$ cat src/rtl/drc_pkg.sv
package drc_pkg;
   localparam int Window = 32;
   localparam int PosW = $clog2(Window);
   localparam int FillW = $clog2(Window + 1);

   localparam logic [1:0] ST_UNKNOWN = 2'd0;
   localparam logic [1:0] ST_CITY = 2'd1;
   localparam logic [1:0] ST_CAND = 2'd2;
   localparam logic [1:0] ST_HIGHWAY = 2'd3;

   localparam logic [3:0] RS_INSUFF = 4'd0;
   localparam logic [3:0] RS_NO_SPEED = 4'd1;
   localparam logic [3:0] RS_WARM_CITY = 4'd2;
   localparam logic [3:0] RS_WARM_UP = 4'd3;
   localparam logic [3:0] RS_CRUISE = 4'd4;
   localparam logic [3:0] RS_HOLD = 4'd5;
   localparam logic [3:0] RS_EXIT = 4'd6;
   localparam logic [3:0] RS_CITY_SUST = 4'd7;
   localparam logic [3:0] RS_CAND = 4'd8;
   localparam logic [3:0] RS_CONFIRMED = 4'd9;
   localparam logic [3:0] RS_REJECTED = 4'd10;
   localparam logic [3:0] RS_CITY_PAT = 4'd11;
   localparam logic [3:0] RS_FAST_ACCEL = 4'd12;
   localparam logic [3:0] RS_CAND_WAIT = 4'd13;

   localparam logic [1:0] CFG_INTERVAL = 2'd0;
   localparam logic [1:0] CFG_GAP = 2'd1;
   localparam logic [1:0] CFG_MINWIN = 2'd2;
   localparam logic [1:0] CFG_CONFIRM = 2'd3;

   typedef struct packed {
      logic        start;   // front checks on the latched request
      logic        scan;    // accumulate one window entry
      logic        decide;  // apply the decision
   } cmd_type;

   typedef struct packed {
      logic        early;      // request too early, repeat estimate
      logic        short_path; // result finished without a window walk
      logic        scan_last;  // last window entry in this cycle
   } sts_type;

   typedef struct packed {
      logic        taken;
      logic [1:0]  rtype;
      logic [1:0]  rstate;
      logic signed [4:0] score;
      logic [6:0]  conf;
      logic [3:0]  reason;
   } result_type;
endpackage

$ cat src/rtl/drc_ctrl.sv
module drc_ctrl (
   input  logic              clock,
   input  logic              reset,
   input  logic              req_tvalid,
   output logic              req_tready,
   output logic              rsp_tvalid,
   input  logic              rsp_tready,
   output logic              load,
   output drc_pkg::cmd_type  cmd,
   input  drc_pkg::sts_type  sts
);
   import drc_pkg::*;

   typedef enum logic [4:0] {
      S_IDLE   = 5'b00001,
      S_START  = 5'b00010,
      S_SCAN   = 5'b00100,
      S_DECIDE = 5'b01000,
      S_OUT    = 5'b10000
   } state_type;

   state_type state_ff, state_in;

   assign req_tready = (state_ff == S_IDLE);
   assign rsp_tvalid = (state_ff == S_OUT);
   assign load = req_tvalid && req_tready;

   always_comb begin
      cmd = '0;
      state_in = state_ff;
      case (state_ff)
         S_IDLE: begin
            if (load) state_in = S_START;
         end
         S_START: begin
            cmd.start = 1'b1;
            if (sts.early || sts.short_path) state_in = S_OUT;
            else state_in = S_SCAN;
         end
         S_SCAN: begin
            cmd.scan = 1'b1;
            if (sts.scan_last) state_in = S_DECIDE;
         end
         S_DECIDE: begin
            cmd.decide = 1'b1;
            state_in = S_OUT;
         end
         S_OUT: begin
            if (rsp_tready) state_in = S_IDLE;
         end
         default: state_in = S_IDLE;
      endcase
   end

   always_ff @(posedge clock) begin
      if (reset) state_ff <= S_IDLE;
      else state_ff <= state_in;
   end
endmodule

$ cat src/rtl/drc_datapath.sv
module drc_datapath (
   input  logic                clock,
   input  logic                reset,
   input  logic                csr_we,
   input  logic [1:0]          csr_index,
   input  logic [21:0]         csr_wdata,
   input  logic                load,
   input  logic [31:0]         now_ms,
   input  logic                speed_valid,
   input  logic [7:0]          speed_kph,
   input  drc_pkg::cmd_type    cmd,
   output drc_pkg::sts_type    sts,
   output drc_pkg::result_type result
);
   import drc_pkg::*;

   logic [19:0] interval_ff;
   logic [21:0] gap_ff;
   logic [5:0]  minwin_ff;
   logic [7:0]  confirm_ff;

   logic [31:0] now_ff;
   logic        valid_ff;
   logic [7:0]  speed_ff;

   logic [7:0]  speed_ring [Window];
   logic [8:0]  delta_ring [Window];

   logic [PosW-1:0]  wpos_ff;
   logic [FillW-1:0] fill_ff;
   logic [7:0]  prev_ff;
   logic        have_prev_ff;
   logic [31:0] last_ff;
   logic [7:0]  cand_ff;
   logic [7:0]  exit_ff;
   logic [16:0] dist_ff;
   logic signed [4:0] score_ff;
   logic [1:0]  mode_ff;
   logic        taken_ff;
   logic [1:0]  est_type_ff;
   logic [1:0]  est_state_ff;
   logic signed [4:0] est_score_ff;
   logic [6:0]  est_conf_ff;
   logic [3:0]  est_reason_ff;

   logic [PosW-1:0]  idx_ff;
   logic [FillW-1:0] n_ff;
   logic [12:0] sum_ff;
   logic [13:0] abs_ff;
   logic [FillW-1:0] high_ff, stops_ff, brakes_ff, fast_ff;

   // front checks
   logic [31:0] elapsed;
   logic        early, gap_reset, base_clear;
   logic [FillW-1:0] fill_base, fill_new;
   logic [PosW-1:0]  wpos_base;
   logic        have_base;
   logic [7:0]  prev_base;
   logic signed [8:0] delta_new;
   logic        warm, warm_city;

   assign elapsed = now_ff - last_ff;
   assign early = (last_ff != 32'd0) && (elapsed < {12'd0, interval_ff});
   assign gap_reset = (last_ff != 32'd0) && (elapsed > {10'd0, gap_ff});
   assign base_clear = gap_reset;
   assign fill_base = base_clear ? '0 : fill_ff;
   assign wpos_base = base_clear ? '0 : wpos_ff;
   assign have_base = base_clear ? 1'b0 : have_prev_ff;
   assign prev_base = base_clear ? 8'd0 : prev_ff;
   assign delta_new = have_base ? ($signed({1'b0, speed_ff}) - $signed({1'b0, prev_base}))
                                : 9'sd0;
   assign fill_new = (fill_base < FillW'(Window)) ? fill_base + 1'b1 : fill_base;
   assign warm = 6'(fill_new) < minwin_ff;
   assign warm_city = warm && (speed_ff <= 8'd45);

   assign sts.early = early;
   assign sts.short_path = !valid_ff || warm;
   assign sts.scan_last = (FillW'({1'b0, idx_ff}) + FillW'(1)) >= n_ff;

   // scan element
   logic [7:0] s_rd;
   logic signed [8:0] d_rd;
   logic [7:0] a_rd;
   assign s_rd = speed_ring[idx_ff];
   assign d_rd = delta_ring[idx_ff];
   assign a_rd = d_rd[8] ? 8'(-d_rd) : d_rd[7:0];

   // decision
   logic [13:0] nn;
   logic stable, hi_un, hw_ev, city_hard, city_soft, keep;
   always_comb begin
      nn = {{(14-FillW){1'b0}}, n_ff};
      stable = (20'(fast_ff) * 20'd10 <= 20'(nn)) && (20'(abs_ff) * 20'd10 <= 20'(nn) * 20'd48);
      hi_un = (20'(sum_ff) >= 20'(nn) * 20'd62) && (20'(high_ff) * 20'd5 >= 20'(nn) * 20'd3);
      hw_ev = hi_un && (20'(stops_ff) * 20'd100 <= 20'(nn) * 20'd8)
              && (20'(brakes_ff) * 20'd100 <= 20'(nn) * 20'd12) && stable;
      hi_un = hi_un && !stable;
      city_hard = (20'(sum_ff) <= 20'(nn) * 20'd28)
                  || (20'(stops_ff) * 20'd100 >= 20'(nn) * 20'd40)
                  || (20'(brakes_ff) * 20'd100 >= 20'(nn) * 20'd28);
      city_soft = (20'(sum_ff) <= 20'(nn) * 20'd45)
                  || (20'(stops_ff) * 20'd100 >= 20'(nn) * 20'd18)
                  || ((20'(high_ff) * 20'd100 <= 20'(nn) * 20'd10)
                      && (20'(brakes_ff) * 20'd100 >= 20'(nn) * 20'd14));
      keep = (20'(sum_ff) >= 20'(nn) * 20'd8) && (20'(stops_ff) * 20'd100 <= 20'(nn) * 20'd65)
             && !city_hard;
   end

   function automatic logic signed [4:0] sat_add(logic signed [4:0] a, logic signed [3:0] d);
      logic signed [5:0] t;
      t = 6'(a) + 6'(d);
      if (t > 6'sd14) return 5'sd14;
      if (t < -6'sd14) return -5'sd14;
      return 5'(t);
   endfunction

   function automatic logic [6:0] conf_of(logic [1:0] st, logic [3:0] rs,
                                          logic signed [4:0] sc, logic [7:0] ct);
      logic signed [7:0] v;
      logic [9:0] c;
      if (st == ST_HIGHWAY && rs == RS_EXIT) return 7'd45;
      if (st == ST_HIGHWAY && rs == RS_HOLD) return 7'd55;
      if (st == ST_HIGHWAY) begin
         v = 8'sd65 + 8'(sc) * 8'sd2;
         return (v > 8'sd98) ? 7'd98 : 7'(v);
      end
      if (st == ST_CAND) begin
         c = 10'd45 + 10'(ct) * 10'd3;
         return (c > 10'd82) ? 7'd82 : 7'(c);
      end
      if (st == ST_CITY) begin
         v = 8'sd68 - 8'(sc) * 8'sd2;
         return (v > 8'sd96) ? 7'd96 : 7'(v);
      end
      return 7'd20;
   endfunction

   function automatic logic [1:0] type_of(logic [1:0] st, logic [3:0] rs);
      if (st == ST_HIGHWAY && (rs == RS_EXIT || rs == RS_HOLD)) return ST_UNKNOWN;
      if (st == ST_HIGHWAY) return 2'd2;
      if (st == ST_CITY) return 2'd1;
      return 2'd0;
   endfunction

   // ring writes
   always_ff @(posedge clock) begin
      if (cmd.start && !early && valid_ff) begin
         speed_ring[wpos_base] <= speed_ff;
         delta_ring[wpos_base] <= delta_new;
      end
   end

   // decision next state
   logic [7:0]  cand_d, exit_d;
   logic [16:0] dist_d;
   logic signed [4:0] score_d;
   logic [1:0]  mode_d, est_st_d;
   logic [3:0]  est_rs_d;
   logic [17:0] dist_sum;
   always_comb begin
      cand_d = cand_ff;
      exit_d = exit_ff;
      dist_d = dist_ff;
      score_d = score_ff;
      mode_d = mode_ff;
      est_st_d = ST_CITY;
      est_rs_d = RS_CITY_PAT;
      dist_sum = 18'(dist_ff) + 18'(speed_ff);
      if (mode_ff == ST_HIGHWAY && (hw_ev || keep)) begin
         score_d = sat_add(score_ff, hw_ev ? 4'sd2 : 4'sd0);
         exit_d = '0;
         est_st_d = ST_HIGHWAY;
         est_rs_d = hw_ev ? RS_CRUISE : RS_HOLD;
      end else if (mode_ff == ST_HIGHWAY && (city_hard || city_soft)) begin
         exit_d = (exit_ff < 8'd255) ? exit_ff + 1'b1 : exit_ff;
         score_d = sat_add(score_ff, city_hard ? -4'sd3 : -4'sd1);
         if (exit_d >= 8'd24) begin
            mode_d = ST_CITY;
            cand_d = '0;
            dist_d = '0;
            est_st_d = ST_CITY;
            est_rs_d = RS_CITY_SUST;
         end else begin
            est_st_d = ST_HIGHWAY;
            est_rs_d = RS_EXIT;
         end
      end else if (hw_ev) begin
         if (mode_ff != ST_CAND) begin
            cand_d = '0;
            dist_sum = 18'(speed_ff);
         end
         mode_d = ST_CAND;
         cand_d = (cand_d < 8'd255) ? cand_d + 1'b1 : cand_d;
         dist_d = (dist_sum > 18'd131071) ? 17'd131071 : dist_sum[16:0];
         score_d = sat_add(score_ff, 4'sd4);
         exit_d = '0;
         if (cand_d >= confirm_ff && dist_d >= 17'd720) begin
            mode_d = ST_HIGHWAY;
            est_st_d = ST_HIGHWAY;
            est_rs_d = RS_CONFIRMED;
         end else begin
            est_st_d = ST_CAND;
            est_rs_d = RS_CAND;
         end
      end else if (mode_ff == ST_CAND) begin
         est_st_d = ST_CAND;
         est_rs_d = hi_un ? RS_FAST_ACCEL : RS_CAND_WAIT;
         if (city_hard || city_soft) begin
            score_d = sat_add(score_ff, city_hard ? -4'sd4 : -4'sd2);
            cand_d = (cand_ff > 8'd0) ? cand_ff - 1'b1 : cand_ff;
            if (city_hard || cand_d == 8'd0) begin
               mode_d = ST_CITY;
               dist_d = '0;
               est_st_d = ST_CITY;
               est_rs_d = city_hard ? RS_REJECTED : RS_CITY_PAT;
            end
         end
      end else begin
         mode_d = ST_CITY;
         cand_d = '0;
         dist_d = '0;
         score_d = sat_add(score_ff, city_hard ? -4'sd4 : -4'sd2);
         est_rs_d = hi_un ? RS_FAST_ACCEL : RS_CITY_PAT;
      end
   end

   always_ff @(posedge clock) begin
      if (load) begin
         now_ff <= now_ms;
         valid_ff <= speed_valid;
         speed_ff <= speed_kph;
      end
   end

   always_ff @(posedge clock) begin
      if (reset) begin
         interval_ff <= 20'd10000;
         gap_ff <= 22'd60000;
         minwin_ff <= 6'd6;
         confirm_ff <= 8'd12;
         wpos_ff <= '0;
         fill_ff <= '0;
         prev_ff <= '0;
         have_prev_ff <= 1'b0;
         last_ff <= '0;
         cand_ff <= '0;
         exit_ff <= '0;
         dist_ff <= '0;
         score_ff <= -5'sd10;
         mode_ff <= ST_UNKNOWN;
         taken_ff <= 1'b0;
         est_type_ff <= 2'd0;
         est_state_ff <= ST_UNKNOWN;
         est_score_ff <= -5'sd10;
         est_conf_ff <= 7'd20;
         est_reason_ff <= RS_INSUFF;
         idx_ff <= '0;
         n_ff <= '0;
         sum_ff <= '0;
         abs_ff <= '0;
         high_ff <= '0;
         stops_ff <= '0;
         brakes_ff <= '0;
         fast_ff <= '0;
      end else begin
         if (csr_we) begin
            case (csr_index)
               CFG_INTERVAL: interval_ff <= csr_wdata[19:0];
               CFG_GAP: gap_ff <= csr_wdata;
               CFG_MINWIN: minwin_ff <= csr_wdata[5:0];
               CFG_CONFIRM: confirm_ff <= csr_wdata[7:0];
               default: ;
            endcase
         end
         if (cmd.start) begin
            taken_ff <= !early;
            if (!early) begin
               last_ff <= now_ff;
               idx_ff <= '0;
               sum_ff <= '0;
               abs_ff <= '0;
               high_ff <= '0;
               stops_ff <= '0;
               brakes_ff <= '0;
               fast_ff <= '0;
               n_ff <= fill_new;
               if (!valid_ff || base_clear) begin
                  cand_ff <= '0;
                  exit_ff <= '0;
                  dist_ff <= '0;
               end
               if (!valid_ff || (base_clear && !warm_city)) begin
                  score_ff <= -5'sd10;
                  mode_ff <= ST_UNKNOWN;
               end
               if (!valid_ff) begin
                  wpos_ff <= '0;
                  fill_ff <= '0;
                  prev_ff <= '0;
                  have_prev_ff <= 1'b0;
                  est_type_ff <= 2'd0;
                  est_state_ff <= ST_UNKNOWN;
                  est_score_ff <= -5'sd10;
                  est_conf_ff <= 7'd20;
                  est_reason_ff <= RS_NO_SPEED;
               end else begin
                  have_prev_ff <= 1'b1;
                  prev_ff <= speed_ff;
                  wpos_ff <= wpos_base + 1'b1;
                  fill_ff <= fill_new;
                  if (warm_city) begin
                     mode_ff <= ST_CITY;
                     score_ff <= -5'sd10;
                     est_type_ff <= 2'd1;
                     est_state_ff <= ST_CITY;
                     est_score_ff <= -5'sd10;
                     est_conf_ff <= conf_of(ST_CITY, RS_WARM_CITY, -5'sd10, 8'd0);
                     est_reason_ff <= RS_WARM_CITY;
                  end else if (warm) begin
                     est_type_ff <= 2'd0;
                     est_state_ff <= ST_UNKNOWN;
                     est_score_ff <= base_clear ? -5'sd10 : score_ff;
                     est_conf_ff <= 7'd20;
                     est_reason_ff <= RS_WARM_UP;
                  end
               end
            end
         end
         if (cmd.scan) begin
            idx_ff <= idx_ff + 1'b1;
            sum_ff <= sum_ff + 13'(s_rd);
            abs_ff <= abs_ff + 14'(a_rd);
            if (s_rd >= 8'd70) high_ff <= high_ff + 1'b1;
            if (s_rd <= 8'd2) stops_ff <= stops_ff + 1'b1;
            if (d_rd <= -9'sd6) brakes_ff <= brakes_ff + 1'b1;
            if (a_rd >= 8'd8) fast_ff <= fast_ff + 1'b1;
         end
         if (cmd.decide) begin
            cand_ff <= cand_d;
            exit_ff <= exit_d;
            dist_ff <= dist_d;
            score_ff <= score_d;
            mode_ff <= mode_d;
            est_type_ff <= type_of(est_st_d, est_rs_d);
            est_state_ff <= est_st_d;
            est_score_ff <= score_d;
            est_conf_ff <= conf_of(est_st_d, est_rs_d, score_d, cand_d);
            est_reason_ff <= est_rs_d;
         end
      end
   end

   assign result.taken = taken_ff;
   assign result.rtype = est_type_ff;
   assign result.rstate = est_state_ff;
   assign result.score = est_score_ff;
   assign result.conf = est_conf_ff;
   assign result.reason = est_reason_ff;
endmodule

$ cat src/rtl/drive_route_classifier.sv
// Drive route classifier.
// Request channel req_*: one speed sample per request, taken when
// req_tvalid and req_tready are both high; tdata bit 31:0 now_ms,
// bit 32 speed_valid, bits 40:33 speed_kph.
// Response channel rsp_*: exactly one response per request carrying the
// classification (sample_taken, route_type, route_state, route_score,
// confidence_pct, reason_code).
// csr_*: register writes (index 0 interval, 1 reset gap, 2 window minimum,
// 3 confirm count), taken at an edge with csr_we high and reset low; the
// user must write only while idle, which the block itself does not enforce.
// An early, missing-speed or warm-up sample goes from the front checks to
// the response; any other sample first takes a window walk over n entries,
// n the window fill (up to 32), that reads one ring entry per cycle, then
// the decision. One request is in flight at a time; the next is taken the
// cycle after the response. Reset (synchronous) clears history, score -10,
// estimate unknown, registers to defaults. A stalled response holds in its
// register and no new request is taken until it is accepted.
module drive_route_classifier (
   input  logic        clock,
   input  logic        reset,
   input  logic        req_tvalid,
   output logic        req_tready,
   input  logic [47:0] req_tdata,   // now_ms, speed_valid, speed_kph
   output logic        rsp_tvalid,
   input  logic        rsp_tready,
   output logic [23:0] rsp_tdata,   // sample_taken, route_type, route_state,
                                    // route_score, confidence_pct, reason_code
   input  logic        csr_we,
   input  logic [1:0]  csr_index,
   input  logic [21:0] csr_wdata
);
   import drc_pkg::*;

   cmd_type    cmd;
   sts_type    sts;
   result_type res;
   logic       load;

   drc_ctrl u_ctrl (
      .clock(clock), .reset(reset),
      .req_tvalid(req_tvalid), .req_tready(req_tready),
      .rsp_tvalid(rsp_tvalid), .rsp_tready(rsp_tready),
      .load(load), .cmd(cmd), .sts(sts)
   );

   drc_datapath u_dp (
      .clock(clock), .reset(reset),
      .csr_we(csr_we), .csr_index(csr_index), .csr_wdata(csr_wdata),
      .load(load), .now_ms(req_tdata[31:0]), .speed_valid(req_tdata[32]),
      .speed_kph(req_tdata[40:33]), .cmd(cmd), .sts(sts), .result(res)
   );

   assign rsp_tdata = {3'd0, res.reason, res.conf, res.score, res.rstate, res.rtype, res.taken};
endmodule

$ cat config.mk
export PLATFORM = sky130hd
export DESIGN_NAME = drive_route_classifier
export DESIGN_NICKNAME = d
export VERILOG_FILES = /design/src/rtl/drc_pkg.sv /design/src/rtl/drc_ctrl.sv /design/src/rtl/drc_datapath.sv /design/src/rtl/drive_route_classifier.sv
export SDC_FILE = /design/constraint.sdc
export NUM_CORES = 2
export LEC_CHECK = 0
export BUFFER_PORTS_ARGS = -buffer_cell sky130_fd_sc_hd__buf_2
export CORE_MARGIN = 4
export CORE_UTILIZATION = 40
export DETAILED_ROUTE_END_ITERATION = 8
export PLACE_DENSITY = 0.61
export SYNTH_ARGS = -nofsm -noshare
export SYNTH_HDL_FRONTEND = slang
export SYNTH_SLANG_ARGS = --single-unit
export TNS_END_PERCENT = 30
$ cat constraint.sdc
create_clock -name clock -period 10.4 [get_ports clock]
set_clock_uncertainty 0.2 [all_clocks]
set_input_delay 1.56 -clock clock [delete_from_list [all_inputs] [get_ports clock]]
set_output_delay 1.56 -clock clock [all_outputs]
set_load 0.1 [all_outputs]
## Word-level counts from Yosys, hierarchy flattened

Memories as Yosys holds them, arrays and structs flattened. A register that Yosys moved wholly into a read port is not among the register bits.
Index checks and enable logic that the tools add are counted.

- Bits in registers: 277
- RAM bits: 544
- Bits of input ports: 77
- Logic and storage cells: 482
- Memories: 2

Memories:

| name | words | width | rd ports | clocked after memory_dff | write ports | line | text |
|---|---|---|---|---|---|---|---|
| u_dp.delta_ring | 32 | 9 | 1 | 1 | 1 | drc_datapath.sv:27 | `logic [8:0] delta_ring [Window];` |
| u_dp.speed_ring | 32 | 8 | 1 | 1 | 1 | drc_datapath.sv:26 | `logic [7:0] speed_ring [Window];` |

- Add/sub/neg operators: 24
- Multiply operators: 18
- Magnitude comparators: 43
- Eq/ne operators: 27
- Muxes and demuxes: 277
- Bitwise gates (word level): 1
- Reductions and logical operators: 58

Operators with widths:

| kind | count |
|---|---|
| $mux W5 | 49 |
| $mux W17 | 12 |
| $mux W8 | 24 |
| $mux W7 | 21 |
| $mux W6 | 19 |
| $mux W1 | 91 |
| $mux W18 | 4 |
| $mux W2 | 36 |
| $mul A6 B3 Y9 const B | 6 |
| $mux W4 | 12 |
| $mul A6 B5 Y11 const B | 4 |
| $mux W14 | 3 |
| $mux W13 | 3 |
| $gt A32 B22 Y1 | 1 |
| $lt A32 B20 Y1 | 1 |
| $reduce_bool A32 Y1 | 1 |
| $sub A32 B32 Y32 | 1 |
| $add A6 B1 Y6 const B | 5 |
| $ge A13 B11 Y1 | 2 |
| $ge A13 B12 Y1 | 2 |
| $le A13 B10 Y1 | 2 |
| $pmux W5 S5 | 1 |
| $gt A6 B5 Y1 const B | 4 |
| $lt A6 B5 Y1 const B | 4 |
| other kinds (74) | 140 |

## Longest topological paths before layout

- Depth after elaboration: 46
- Gate-level depth with buffers: 40
- Mapped depth without buffers: 39

## Cells and area by module

From an unflattened synthesis, not the netlist that was laid out.

- Cell total of the unflattened synthesis: 4034
- Area, all modules: 47021.3 um2

Modules (own cells, without submodules):

| module | times used | cells an instance | area each (um2) |
|---|---|---|---|
| drc_datapath | 1 | 3993 | 46676.0 |
| drc_ctrl | 1 | 37 | 319.1 |
| drive_route_classifier | 1 | 4 | 26.3 |

## Least setup slack after synthesis

OpenSTA, ideal clock, no wires.

- Path kind: register to register
- Start point: register u_dp.n_ff[4]
- End point: register u_dp.est_conf_ff[0]
- Setup time: 0.080 ns
- Arrival: 8.070 ns
- Data required time: 10.120 ns
- Path slack: 2.050 ns
- Cell stages (with the launch flop): 35
- Path buffers: 0
- Clock period less this slack: 8.350 ns
- Cells stage by stage: dfxtp_1 -> inv_1 -> fa_1 -> fa_1 -> inv_1 -> ha_1 -> a21oi_1 -> o21bai_1 -> a21oi_1 -> o21bai_1 -> a21oi_1 -> xor2_1 -> ha_1 -> nand4_1 -> nor3_1 -> or4_2 -> a211o_1 -> o31ai_1 -> a31oi_1 -> a21oi_1 -> o21ai_0 -> a21oi_1 -> ha_1 -> fa_1 -> inv_1 -> a21oi_1 -> nor2_1 -> nor2_1 -> xor2_1 -> nand2_1 -> o31ai_1 -> a221oi_1 -> a31o_2 -> or3_1 -> a211oi_2

- Cells in the longest elaborated chain, start to end: 33
- Elaborated cells on any way between the ends: 181
- Classes of those cells: add/sub: 6; mul: 12; order compare: 24; eq/ne: 5; mux: 112; reduce/logical: 22

Ends and longest elaborated chain:

| element | line | text |
|---|---|---|
| from (decl) | drc_datapath.sv:47 | `logic [FillW-1:0] n_ff;` |
| from (signal assigned) | drc_datapath.sv:286 | `n_ff <= fill_new;` |
| $mul A6 B3 Y9 (on tied branches) | - |  |
| $le A13 B11 Y1 / $ge A13 B12 Y1 (equally long branches) | drc_datapath.sv:98, drc_datapath.sv:99 |  |
| $logic_or A1 B1 Y1 | drc_datapath.sv:99 | `\|\| (20'(stops_ff) * 20'd100 >= 20'(nn) * 20'd40)` |
| $logic_or A1 B1 Y1 | drc_datapath.sv:100 | `\|\| (20'(brakes_ff) * 20'd100 >= 20'(nn) * 20'd28);` |
| $mux W2 | drc_datapath.sv:209, drc_datapath.sv:222 |  |
| $add A5 B3 Y6 | drc_datapath.sv:111 | `t = 6'(a) + 6'(d);` |
| $lt A6 B5 Y1 | drc_datapath.sv:113 | `if (t < -6'sd14) return -5'sd14;` |
| $mux W1 (2 in a row) | drc_datapath.sv:113 |  |
| [16 not listed] | - |  |
| $mux W7 | drc_datapath.sv:127 | `if (st == ST_CAND) begin` |
| $mux W7 | drc_datapath.sv:131 | `if (st == ST_CITY) begin` |
| $mux W7 | drc_datapath.sv:135 | `return 7'd20;` |
| $mux W7 | drc_datapath.sv:131 |  |
| $mux W7 | drc_datapath.sv:127 |  |
| $mux W7 | drc_datapath.sv:123 | `if (st == ST_HIGHWAY) begin` |
| $mux W7 (*) | drc_datapath.sv:122 | `if (st == ST_HIGHWAY && rs == RS_HOLD) return 7'd55;` |
| $mux W7 (*) | drc_datapath.sv:338 | `if (cmd.decide) begin` |
| to (signal assigned) | drc_datapath.sv:317 | `est_conf_ff <= conf_of(ST_CITY, RS_WARM_CITY, -5'sd10, 8'd0);` |
| to (signal assigned) | drc_datapath.sv:347 | `est_conf_ff <= conf_of(est_st_d, est_rs_d, score_d, cand_d);` |
| to (decl) | drc_datapath.sv:43 | `logic [6:0] est_conf_ff;` |

Every way passes the cells marked *; elsewhere a longest branch is shown, timed or not. The select of a mux whose other input is x is not followed.
A chain may end at the register's enable or synchronous reset.

## Final worst setup path

- Start point: register u_dp.n_ff[0]
- End point: register u_dp.est_conf_ff[0]

The elaborated chain is that of the path after synthesis.

==> impl_metrics.toml <==
[setup_path]
endpoint_kind = "flip-flop"
worst_r2r_startpoint = "u_dp.n_ff[0]$_SDFFE_PP0P_"
startpoint_type = "flip-flop"
setup.worst_path.start = "u_dp.n_ff[0]$_SDFFE_PP0P_"
arrival_ps = 10120
cpMaxStageDelayCell = "dfxtp_1"
worstSetupPathType = "flip-flop to flip-flop"
cp_slowest_stage_delay_ps = 680
reg2reg_setup_slack_ps = 630
required_ps = 10760
rr_endpoint = "u_dp.est_conf_ff[0]$_SDFFE_PP0P_"
critPathMaxFanout = 12
reg2reg_depth = 38
path_common_cell = "a21oi_1"

[placement]
portBuffers = 92
dp_hpwl_mm = 77.6
place.gp.congestion = 0.871
place_ws_ps = 820

[clock_network]
htreeDepth = 3
cts.repair.resized = 0
cts-root-buf = "clkbuf_16"
cts_made_buffers = 84
clk_latency_ps = 670
clk_pin_slew_ps = 60
cts.sinks = 826
post_cts_buffers = 0
cts_hold_buf = 0
cts_tree = "yes"
cts_max_path_buffers = 3

[global_routing]
grt_use_met2 = 0.307
overflow = 0
grt_pass1_wl_mm = 180
grtUsageMet3 = 0.0207
grt_usage = 0.189
antenna_found_initial = 4
grtUsageMet1 = 0.274
grt_pass1_vias = 30700
busiest_layer = "met2"
grt_max_degree = 105

[hold_path]
min-delay-path-class = "flip-flop to flip-flop"
holdPathStages = 2
hp-start = "u_dp.prev_ff[0]$_SDFFE_PP0P_"
worstHoldEndpoint = "u_dp.prev_ff[0]$_SDFFE_PP0P_"

[power_and_ir_drop]
p_switching_w = 0.00222
pwr-share-seq = 0.449
intPower_w = 0.00583
combinationalPowerShare = 0.162
finalPower_w = 0.00805
power_density_nw_per_um2 = 156
vdd_drop_max_mv = 0.184
leakagePower_nw = 19.8
power_frac_clock = 0.389
swShare = 0.276

[floorplan]
ios = 103
die_area_um2 = 121000
die_w_um = 348
die_y_um = 348
rows = 124
initial_core_util = 0.404
coreArea_um2 = 115000

[logic_synthesis]
synth_seq_area_share = 0.484
synth_enable_flop_cells = 585
synth.distinct_cells = 98
synthFlopType = "edfxtp_1"
synth_seq_cells = 826
yosys_warnings = 0
postSynthCellCount = 3983
async_reset_ff_frac = 0
syn_area_um2 = 46200
avgSynthCellArea_um2 = 11.6

[layout]
final_cell_mix = "edfxtp_1 (585), ha_1 (441), a21oi_1 (312), nor2_1 (281), nand2_1 (277)"
drive_gt1_frac = 0.139
fin_nets = 4645
areaGrowthSynthToFinish_pct = 11.7
final_common_cell = "edfxtp_1"
fin_util = 0.451

[run]
max_cap_viol_count = 0

[drt]
ant_nets = 0
avgRoutedWirePerCell_um = 20.5
vias_per_cell = 5.62
drt-pass1-iter-count = 6
vias = 31900
drt_iter0_markers = 2770
drc_errors = 0
wl_mm = 116

[sta]
max_freq_ghz = 0.102
period_minus_slack_ps = 9770
rsz0062_at_grt = "false"
hold_viol = 0
worst_pin_slew_ps = 1260
maxSlewHeadroom = 0.157
slew_viol_final = 0
fin_ws_ps = 634
fin_crit_sh = 0.939
setup_viol_count_final = 0
tns_ps = 0

[status]
status = "completed"
## cells by family (layout without fill, tap and decap cells)
kind of cell | after synthesis | count (layout) | share of synthesized area
AND/OR/NAND/NOR | 1053 | 1053 | 0.109
AO/OA/AOI/OAI | 871 | 871 | 0.121
flip-flops | 826 | 826 | 0.484
adder cells (fa/ha/maj) | 478 | 478 | 0.135
buffers and inverters | 416 | 586 | 0.0352
multiplexers | 214 | 214 | 0.0926
XOR/XNOR | 124 | 124 | 0.0235
other | 1 | 7 | 0.0000811
## layout make-up
type                       count  area [um^2]
multi-input combinational   2743        22400
antenna                        4         10.0
sequential                   826        22400
tap                         1512         1890
clock buffer                 102         2200
clock inverter                48          648
inverter                     267         1000
fill                       10500        62800
timing repair buffer         169         1070
## flip-flops by register name, indices dropped and copies added (netlist names), 14 cells and up, named ones only
register,flops
u_dp.delta_ring,288
u_dp.last_ff,32
u_dp.abs_ff,14
u_dp.dist_ff,17
u_dp.gap_ff,22
u_dp.speed_ring,256
u_dp.now_ff,32
u_dp.interval_ff,20
## power groups by stage
stage / combinational (W) / sequential [W] / clock, W
final: 0.00131 / 0.00362 / 0.00313
after detailed placement: 0.00128 / 0.00369 / 0
after global routing: 0.00143 / 0.00362 / 0.00332
after floorplan: 0.000859 / 0.00372 / 0
after global placement: 0.00127 / 0.00369 / 0
after CTS: 0.00129 / 0.00362 / 0.00319
## Yosys cell counts, drive strengths merged (35+ instances only)
master / count / share of area
edfxtp: 585 / 0.38
ha: 441 / 0.12
nor2: 321 / 0.026
a21oi: 312 / 0.034
nand2: 278 / 0.023
inv: 266 / 0.022
dfxtp: 241 / 0.10
mux4: 170 / 0.083
o21ai: 146 / 0.016
clkbuf: 111 / 0.0093
nand3: 103 / 0.011
a21o: 82 / 0.013
xnor2: 75 / 0.014
nor3: 60 / 0.0065
nor2b: 51 / 0.0069
xor2: 49 / 0.0093
a211oi: 40 / 0.0069
nand4: 40 / 0.0057
a31oi: 38 / 0.0051
buf: 37 / 0.0040
fa: 36 / 0.016
nand2b: 35 / 0.0047
## worst max-delay path by stage
stage | slack, ps | endpoint | depth (start not counted)
finish | 630 | u_dp.est_conf_ff[0]$_SDFFE_PP0P_ | 38
global route | 130 | u_dp.est_conf_ff[0]$_SDFFE_PP0P_ | 38
CTS | 780 | u_dp.est_conf_ff[0]$_SDFFE_PP0P_ | 38
detailed placement | 820 | u_dp.est_conf_ff[0]$_SDFFE_PP0P_ | 38
global placement | 880 | u_dp.est_conf_ff[0]$_SDFFE_PP0P_ | 38
floorplan | 2050 | u_dp.est_conf_ff[0]$_SDFFE_PP0P_ | 34
## routing by layer
layer / vias to the layer above / wire length, um
li1: 15200 / -
met1: 15800 / 54200
met2: 793 / 53900
met3: 135 / 5880
met4: 0 / 2250
met5: - / 0
## per-stage QoR
stage          instances  hold slack (ps)  cell area [um^2]
2_1_floorplan       3985              227             46300
3_3_place_gp        5517              237             48800
3_5_place_dp        5517              240             48800
4_1_cts             5667              249             51600
5_1_grt             5670              273             51700
6_report            5671              252             51700
## critical path: cells and delay by family, from the launching register on
family                   cells  cell delay (ps)
adder cells (fa/ha/maj)      7             2650
XOR/XNOR                     2              450
AO/OA/AOI/OAI               18             3750
flip-flops                   1              680
buffers and inverters        4              550
AND/OR/NAND/NOR              7             1410
No activity file was read; power rests on OpenSTA's default activity.
